$ cat src/sv/btftm_pkg.sv
// ---------------------------------------------------------------------------
// btftm_pkg
// Shared types and constants for the byte to 8-FSK tone mapper.
// ---------------------------------------------------------------------------
package btftm_pkg;

  localparam int unsigned NUM_TONES = 8;
  localparam int unsigned SYM_W     = 3;
  localparam int unsigned TONE_W    = 6;
  localparam int unsigned BYTE_W    = 8;
  localparam int unsigned IDX_W     = 3;
  localparam int unsigned MAX_SYMS  = 4;
  localparam int unsigned SYMS_W    = MAX_SYMS * SYM_W;
  localparam int unsigned SCNT_W    = 2;
  localparam int unsigned QDEPTH    = 2;
  localparam int unsigned QPTR_W    = 1;
  localparam int unsigned QCNT_W    = 2;

  typedef logic [TONE_W-1:0] tone_t;
  typedef logic [SYM_W-1:0]  sym_t;

  // tone table after reset
  localparam tone_t TONE_RESET [NUM_TONES] = '{
    6'd32, 6'd31, 6'd30, 6'd29, 6'd28, 6'd27, 6'd26, 6'd25
  };

  // one queued byte: its symbols top-aligned, index of the last one, end flag
  typedef struct packed {
    logic [SYMS_W-1:0] syms;
    logic [SCNT_W-1:0] last_idx;
    logic              msg_end;
  } grp_t;

endpackage

$ cat src/sv/byte_to_fsk_tone_mapper_top.sv
// ---------------------------------------------------------------------------
// byte_to_fsk_tone_mapper_top
// 8-FSK mapper: bytes in, MSB first, 3-bit symbols and tone numbers out.
// ---------------------------------------------------------------------------
// Each accepted byte yields two or three symbols (up to four on the final
// byte, which pads leftover bits with zeros and marks the last symbol with
// message_end). One symbol leaves per cycle while out_stall is low, and that
// output port sets the byte rate. A two-entry queue between the byte front
// end and the symbol back end lets bytes be taken while earlier symbols are
// still going out. With the back end idle, an accepted byte is written into
// the queue and its first symbol then goes out from the back end's output
// register.
// The tone table is written through the cfg port, index 0 to 7.
// ---------------------------------------------------------------------------
module byte_to_fsk_tone_mapper_top import btftm_pkg::*; (
  input  logic              clk,
  input  logic              rst_n,
  input  logic              cfg_wr_en,
  input  logic [IDX_W-1:0]  cfg_index,
  input  logic [TONE_W-1:0] cfg_data,
  input  logic              in_valid,
  output logic              in_stall,
  input  logic [BYTE_W-1:0] in_data_byte,
  input  logic              in_final_byte,
  output logic              out_valid,
  input  logic              out_stall,
  output logic [TONE_W-1:0] out_tone_number,
  output logic [SYM_W-1:0]  out_symbol_value,
  output logic              out_message_end
);

  grp_t push_data;
  grp_t head;
  logic push;
  logic pop;
  logic q_full;
  logic q_empty;

  // byte front end
  btftm_front u_front (
    .clk           (clk),
    .rst_n         (rst_n),
    .in_valid      (in_valid),
    .in_stall      (in_stall),
    .in_data_byte  (in_data_byte),
    .in_final_byte (in_final_byte),
    .q_full        (q_full),
    .q_push        (push),
    .q_data        (push_data)
  );

  // group queue
  btftm_queue u_queue (
    .clk       (clk),
    .rst_n     (rst_n),
    .push      (push),
    .push_data (push_data),
    .pop       (pop),
    .head      (head),
    .empty     (q_empty),
    .full      (q_full)
  );

  // symbol back end
  btftm_back u_back (
    .clk              (clk),
    .rst_n            (rst_n),
    .cfg_wr_en        (cfg_wr_en),
    .cfg_index        (cfg_index),
    .cfg_data         (cfg_data),
    .head             (head),
    .q_empty          (q_empty),
    .q_pop            (pop),
    .out_valid        (out_valid),
    .out_stall        (out_stall),
    .out_tone_number  (out_tone_number),
    .out_symbol_value (out_symbol_value),
    .out_message_end  (out_message_end)
  );

endmodule

$ cat src/sv/btftm_front.sv
// ---------------------------------------------------------------------------
// btftm_front
// Accepts bytes, merges them with leftover bits and cuts 3-bit symbols.
// ---------------------------------------------------------------------------
module btftm_front import btftm_pkg::*; (
  input  logic              clk,
  input  logic              rst_n,
  input  logic              in_valid,
  output logic              in_stall,
  input  logic [BYTE_W-1:0] in_data_byte,
  input  logic              in_final_byte,
  input  logic              q_full,
  output logic              q_push,
  output grp_t              q_data
);

  logic [1:0]  res_bits_r, res_bits_nxt;
  logic [1:0]  res_cnt_r, res_cnt_nxt;
  logic [11:0] word_raw;
  logic [11:0] word_al;
  logic        accept;

  assign in_stall = q_full;
  assign accept   = in_valid && !q_full;
  assign q_push   = accept;

  // leftover bits then byte, top-aligned in 12 bits with zero padding below
  assign word_raw = {res_bits_r, in_data_byte, 2'b00};
  assign word_al  = word_raw << (2'd2 - res_cnt_r);

  // symbol count depends on total bits (8, 9 or 10) and the final flag
  always_comb begin
    q_data.syms    = word_al;
    q_data.msg_end = in_final_byte;
    case (res_cnt_r)
      2'd0:    q_data.last_idx = in_final_byte ? 2'd2 : 2'd1;
      2'd1:    q_data.last_idx = 2'd2;
      default: q_data.last_idx = in_final_byte ? 2'd3 : 2'd2;
    endcase
  end

  // next leftover bits
  always_comb begin
    res_bits_nxt = res_bits_r;
    res_cnt_nxt  = res_cnt_r;
    if (accept) begin
      if (in_final_byte) begin
        res_bits_nxt = 2'd0;
        res_cnt_nxt  = 2'd0;
      end else begin
        case (res_cnt_r)
          2'd0: begin
            res_bits_nxt = in_data_byte[1:0];
            res_cnt_nxt  = 2'd2;
          end
          2'd1: begin
            res_bits_nxt = 2'd0;
            res_cnt_nxt  = 2'd0;
          end
          default: begin
            res_bits_nxt = {1'b0, in_data_byte[0]};
            res_cnt_nxt  = 2'd1;
          end
        endcase
      end
    end
  end

  always_ff @(posedge clk) begin
    if (!rst_n) begin
      res_bits_r <= 2'd0;
      res_cnt_r  <= 2'd0;
    end else begin
      res_bits_r <= res_bits_nxt;
      res_cnt_r  <= res_cnt_nxt;
    end
  end

endmodule

$ cat src/sv/btftm_queue.sv
// ---------------------------------------------------------------------------
// btftm_queue
// Two-entry queue of symbol groups between front and back.
// ---------------------------------------------------------------------------
module btftm_queue import btftm_pkg::*; (
  input  logic clk,
  input  logic rst_n,
  input  logic push,
  input  grp_t push_data,
  input  logic pop,
  output grp_t head,
  output logic empty,
  output logic full
);

  grp_t              mem_r [QDEPTH];
  logic [QPTR_W-1:0] wr_ptr_r, wr_ptr_nxt;
  logic [QPTR_W-1:0] rd_ptr_r, rd_ptr_nxt;
  logic [QCNT_W-1:0] cnt_r, cnt_nxt;

  assign empty = (cnt_r == '0);
  assign full  = (cnt_r == QCNT_W'(QDEPTH));
  assign head  = mem_r[rd_ptr_r];

  // pointer and fill count update
  always_comb begin
    wr_ptr_nxt = push ? wr_ptr_r + 1'b1 : wr_ptr_r;
    rd_ptr_nxt = pop  ? rd_ptr_r + 1'b1 : rd_ptr_r;
    cnt_nxt    = cnt_r;
    if (push && !pop) begin
      cnt_nxt = cnt_r + 1'b1;
    end else if (pop && !push) begin
      cnt_nxt = cnt_r - 1'b1;
    end
  end

  always_ff @(posedge clk) begin
    if (!rst_n) begin
      wr_ptr_r <= '0;
      rd_ptr_r <= '0;
      cnt_r    <= '0;
    end else begin
      wr_ptr_r <= wr_ptr_nxt;
      rd_ptr_r <= rd_ptr_nxt;
      cnt_r    <= cnt_nxt;
    end
  end

  // entry storage
  always_ff @(posedge clk) begin
    if (push) begin
      mem_r[wr_ptr_r] <= push_data;
    end
  end

endmodule

$ cat src/sv/btftm_back.sv
// ---------------------------------------------------------------------------
// btftm_back
// Sends one symbol per cycle from the queue head through the tone table unless stalled.
// ---------------------------------------------------------------------------
module btftm_back import btftm_pkg::*; (
  input  logic             clk,
  input  logic             rst_n,
  input  logic             cfg_wr_en,
  input  logic [IDX_W-1:0] cfg_index,
  input  tone_t            cfg_data,
  input  grp_t             head,
  input  logic             q_empty,
  output logic             q_pop,
  output logic             out_valid,
  input  logic             out_stall,
  output tone_t            out_tone_number,
  output sym_t             out_symbol_value,
  output logic             out_message_end
);

  tone_t             tone_r [NUM_TONES];
  logic [SCNT_W-1:0] sel_r, sel_nxt;
  logic              valid_r, valid_nxt;
  tone_t             tone_out_r;
  sym_t              sym_out_r;
  logic              end_out_r;
  logic              load;
  logic              at_last;
  sym_t              cur_sym;

  // pick the current symbol from the top-aligned group
  assign cur_sym = head.syms[SYMS_W-1 - SYM_W*sel_r -: SYM_W];
  assign at_last = (sel_r == head.last_idx);
  assign load    = !q_empty && (!valid_r || !out_stall);
  assign q_pop   = load && at_last;

  // symbol index and output valid
  always_comb begin
    sel_nxt   = sel_r;
    valid_nxt = valid_r;
    if (load) begin
      sel_nxt   = at_last ? '0 : sel_r + 1'b1;
      valid_nxt = 1'b1;
    end else if (!out_stall) begin
      valid_nxt = 1'b0;
    end
  end

  always_ff @(posedge clk) begin
    if (!rst_n) begin
      sel_r   <= '0;
      valid_r <= 1'b0;
    end else begin
      sel_r   <= sel_nxt;
      valid_r <= valid_nxt;
    end
  end

  // output register
  always_ff @(posedge clk) begin
    if (load) begin
      tone_out_r <= tone_r[cur_sym];
      sym_out_r  <= cur_sym;
      end_out_r  <= head.msg_end && at_last;
    end
  end

  // tone table
  always_ff @(posedge clk) begin
    if (!rst_n) begin
      tone_r <= TONE_RESET;
    end else if (cfg_wr_en) begin
      tone_r[cfg_index] <= cfg_data;
    end
  end

  assign out_valid        = valid_r;
  assign out_tone_number  = tone_out_r;
  assign out_symbol_value = sym_out_r;
  assign out_message_end  = end_out_r;

endmodule

$ cat config.mk
export PLATFORM = sky130hd
export DESIGN_NAME = byte_to_fsk_tone_mapper_top
export DESIGN_NICKNAME = d
export VERILOG_FILES = /design/src/sv/btftm_pkg.sv /design/src/sv/byte_to_fsk_tone_mapper_top.sv /design/src/sv/btftm_front.sv /design/src/sv/btftm_queue.sv /design/src/sv/btftm_back.sv
export SDC_FILE = /design/constraint.sdc
export NUM_CORES = 1
export LEC_CHECK = 0
export BUFFER_PORTS_ARGS = -buffer_cell sky130_fd_sc_hd__buf_4
export CAP_MARGIN = 20
export CORE_MARGIN = 2
export CORE_UTILIZATION = 25
export CTS_CLUSTER_SIZE = 40
export DETAILED_ROUTE_END_ITERATION = 8
export PLACE_DENSITY_LB_ADDON = 0.15
export SYNTH_ARGS = -nofsm -noshare
export SYNTH_HDL_FRONTEND = slang
export SYNTH_SLANG_ARGS = --single-unit
$ cat constraint.sdc
create_clock -name clk -period 3.7 [get_ports clk]
set_clock_uncertainty 0.15 [all_clocks]
set_input_delay 0.74 -clock clk [delete_from_list [all_inputs] [get_ports clk]]
set_output_delay 0.74 -clock clk [all_outputs]
set_load 0.05 [all_outputs]
==> parameters.txt <==
Parameter                              Value

Floorplanning
  Initial core utilization ... 25.3%
  Die area ... 0.0200 mm2
  Rows ... 50
  Die height ... 141 um
  Floorplan Core Area ... between 0.015 and 0.02 mm2
  Die Wd ... 141 um
  # IOs ... 35

Drt
  Count of nets left with antenna violations after detail routing ... 0
  Detailed-router iteration count before antenna repair ... 4
  DRC violation total after the first TritonRoute iteration ... roughly 140
  Via count ... 3020
  Remaining design rule violation count ... 0
  Routed wire length ... around 11000 um
  Number of vias per cell after detailed routing ... 4.53
  Average wire per cell in the routed design ... 16.1 um

Finish
  Share of final-layout standard cells stronger than drive strength 1 ... about a fifth
  Most common library cell in the layout ignoring fill and taps ... mux2i_1
  Leading cell types in the layout, fill and taps excluded ... 66 x mux2i_1, 60 x dfxtp_1, 52 x nand2_1
  Final design area excluding fillers ... 0.00552 mm2
  Filler cells ... between 1500 and 2000
  Nets ... 456
  P&R area growth vs syn ... 16.9%
  Antenna diodes ... 0

Clock tree
  Buffer type at the clock tree root ... clkbuf_16
  Clk_lat worst skew ... 0.35 ns
  TritonCTS clock tree ... done
  Cts-stage hold buffer count ... 0
  Clock sink total ... 96
  Total of cells resized after clock tree synthesis ... 0
  Max H-tree Level ... 3
  Buffers inserted during post-CTS setup optimization ... 0
  CTS buffer count ... 9
  Worst-case clock buffer depth ... 2
  Clock input transition at the sequential cells of the worst setup and hold paths ... 0.07 ns

Placed design
  Post-placement cell area ... just over 0.005 mm2
  Half-perimeter wire length after placement ... 7670 um
  IO Port Bufs ... 34
  Final GP Congestion ... 0.811

STA
  Number of setup violations in the final report ... 0
  Final number of hold-violating endpoints ... 0
  Worst-Margin Slew ... between 0.9 and 1 ns
  Summed negative setup slack over all endpoints ... 0 ns
  Final worst path period share ... 89.0%
  Unrepaired setup endpoints after global routing ... no
  Final Max Tran Viols ... 0
  Time the final worst path needs with I/O delays and setup ... 3.29 ns
  FMAX ... 304 MHz
  Tightest slew margin relative to the limit ... 38.0%

Critical path
  Kind of launch point of the worst setup path ... flip-flop
  Req. time, crit path ... about 3.6 ns
  Critical path endpoint category ... flip-flop
  CP Class ... flip-flop to flip-flop
  Critical Path Fanout Max ... 12
  Worst EP arrival ... 3.23 ns

Logic synthesis
  Share of Yosys cell area claimed by the top area cell type ... 25.5%
  Number of enable-type register cells in the synthesized netlist ... 36
  Number of library cell types mapped by synthesis ... 48
  Yosys reg bits ... 96
  Async set-reset flop share out of synthesis ... 0%
  Average cell area after synthesis ... 11.8 um2
  Synthesized instance count ... 399
  Cell accounting for the most synthesized area ... dfxtp_1
  Primary FF master, synth ... dfxtp_1
  Synth Net Count ... 428
  Biggest area contributors in the synthesized netlist ... dfxtp_1 25%, edfxtp_1 23%, mux2i_1 14%
  Part of the Yosys area used for sequential elements ... 48.4%
  Cell Area, Synth ... 0.00472 mm2
  Synth warn ... 0

Pwr
  Leakage power ... 1.98 nW
  IR drop worst, VDD ... 0.422 mV
  Power density over the cells ... 843 mW/mm2

Global route
  Pin count of the biggest net entering global routing ... 61
  Wire length of the first global-routing pass ... 17400 um
  GRT Overall Usage ... 11.4%
  Remaining Overflow, GRT ... 0
  Vias in the first global route ... 3064
  Initial antenna violation count ... 0

Job
  Max cap viols ... 0

Min path
  Path category of the worst min-delay check ... flip-flop to flip-flop

Run status
  Outcome ... complete, no violations
## power breakdown
group	internal, mW	switching, mW
Combinational	0.953	1.23
Clock	0.607	0.411
Sequential	1.35	0.104
## state kept, by name, summed over array words and instances, names as in the netlist, named ones only
name,cells
u_back.out_valid,1
u_back.out_tone_number,6
u_back.out_message_end,1
u_queue.cnt_r,2
u_queue.wr_ptr_r,1
u_back.sel_r,2
u_back.tone_r,48
u_front.res_bits_r,2
u_queue.rd_ptr_r,1
u_back.out_symbol_value,3
u_front.res_cnt_r,2
u_queue.mem_r,26
## worst paths after layout
path | from | to | slack, ns | cells after the start
setup / recovery | u_back.sel_r[0] | u_back.out_tone_number[1] | 0.41 | 8
hold / removal | u_front.res_bits_r[1] | u_front.res_bits_r[1] | 0.32 | 2
setup reg to reg | u_back.sel_r[0] | u_back.out_tone_number[1] | 0.41 | 8
hold reg to reg | u_front.res_bits_r[1] | u_front.res_bits_r[1] | 0.32 | 2
## routing by layer
metal | global-route usage, % | routed length [um] | vias to the layer above
li1 | - | - | 1506
met1 | 15.7 | 5350 | 1460
met2 | 17.6 | 4800 | 43
met3 | 2.60 | 421 | 11
met4 | 4.53 | 171 | 0
met5 | 0 | 0 | -
## stage by stage
stage / util [%] / cells / power, mW / setup WS (ns) / hold slack [ns]
global placement: 27.8 / 650 / 3.67 / 0.453 / 0.308
finish: 29.6 / 666 / 4.65 / 0.407 / 0.315
global route: 29.6 / 666 / 4.92 / 0.204 / 0.337
floorplan: - / 399 / 3.22 / 0.867 / 0.288
detailed placement: 27.8 / 650 / 3.69 / 0.400 / 0.307
CTS: 29.6 / 666 / 4.72 / 0.395 / 0.319
## synthesized netlist by cell type, types with 5 or more instances
| cell type | count |
|---|---|
| mux2i_1 | 66 |
| dfxtp_1 | 60 |
| nand2_1 | 52 |
| edfxtp_1 | 36 |
| nor2b_1 | 24 |
| nor2_1 | 17 |
| clkbuf_1 | 16 |
| nand3_1 | 12 |
| a21boi_0 | 9 |
| inv_1 | 9 |
| mux4_2 | 9 |
| a21oi_1 | 7 |
| mux4_1 | 7 |
| a221oi_2 | 6 |
| a22o_1 | 6 |
| ha_1 | 6 |
| buf_6 | 5 |
| mux2_2 | 5 |
| nand2b_1 | 5 |
## worst max-delay path, stage by stage (launching register included)
cell and delay, ns:
dfxtp_1 0.55, inv_1 0.21, ha_1 0.58, mux4_1 0.36
a32o_1 0.26, a211o_1 0.34, nor2_2 0.30, a22o_1 0.25
a221oi_2 0.04
## layout make-up
type | instances | area, um2 | share of cell area [%]
Sequential cell | 96 | 2280 | 41.4
Tap cell | 234 | 293 | 5.31
Clock buffer | 12 | 278 | 5.03
Timing Repair Buffer | 41 | 320 | 5.80
Multi-Input combinational cell | 270 | 2250 | 40.9
Clock inverter | 4 | 56.3 | 1.02
Inverter | 9 | 33.8 | 0.612
## cells by family after synthesis
logic type,share of synthesized area (%)
mux,23.4
xor+xnor,0.928
flops,48.4
compound gates,8.35
fa+ha+maj,1.59
buf+inv,3.85
simple gates,13.5
(Power assumes the default switching activity.)
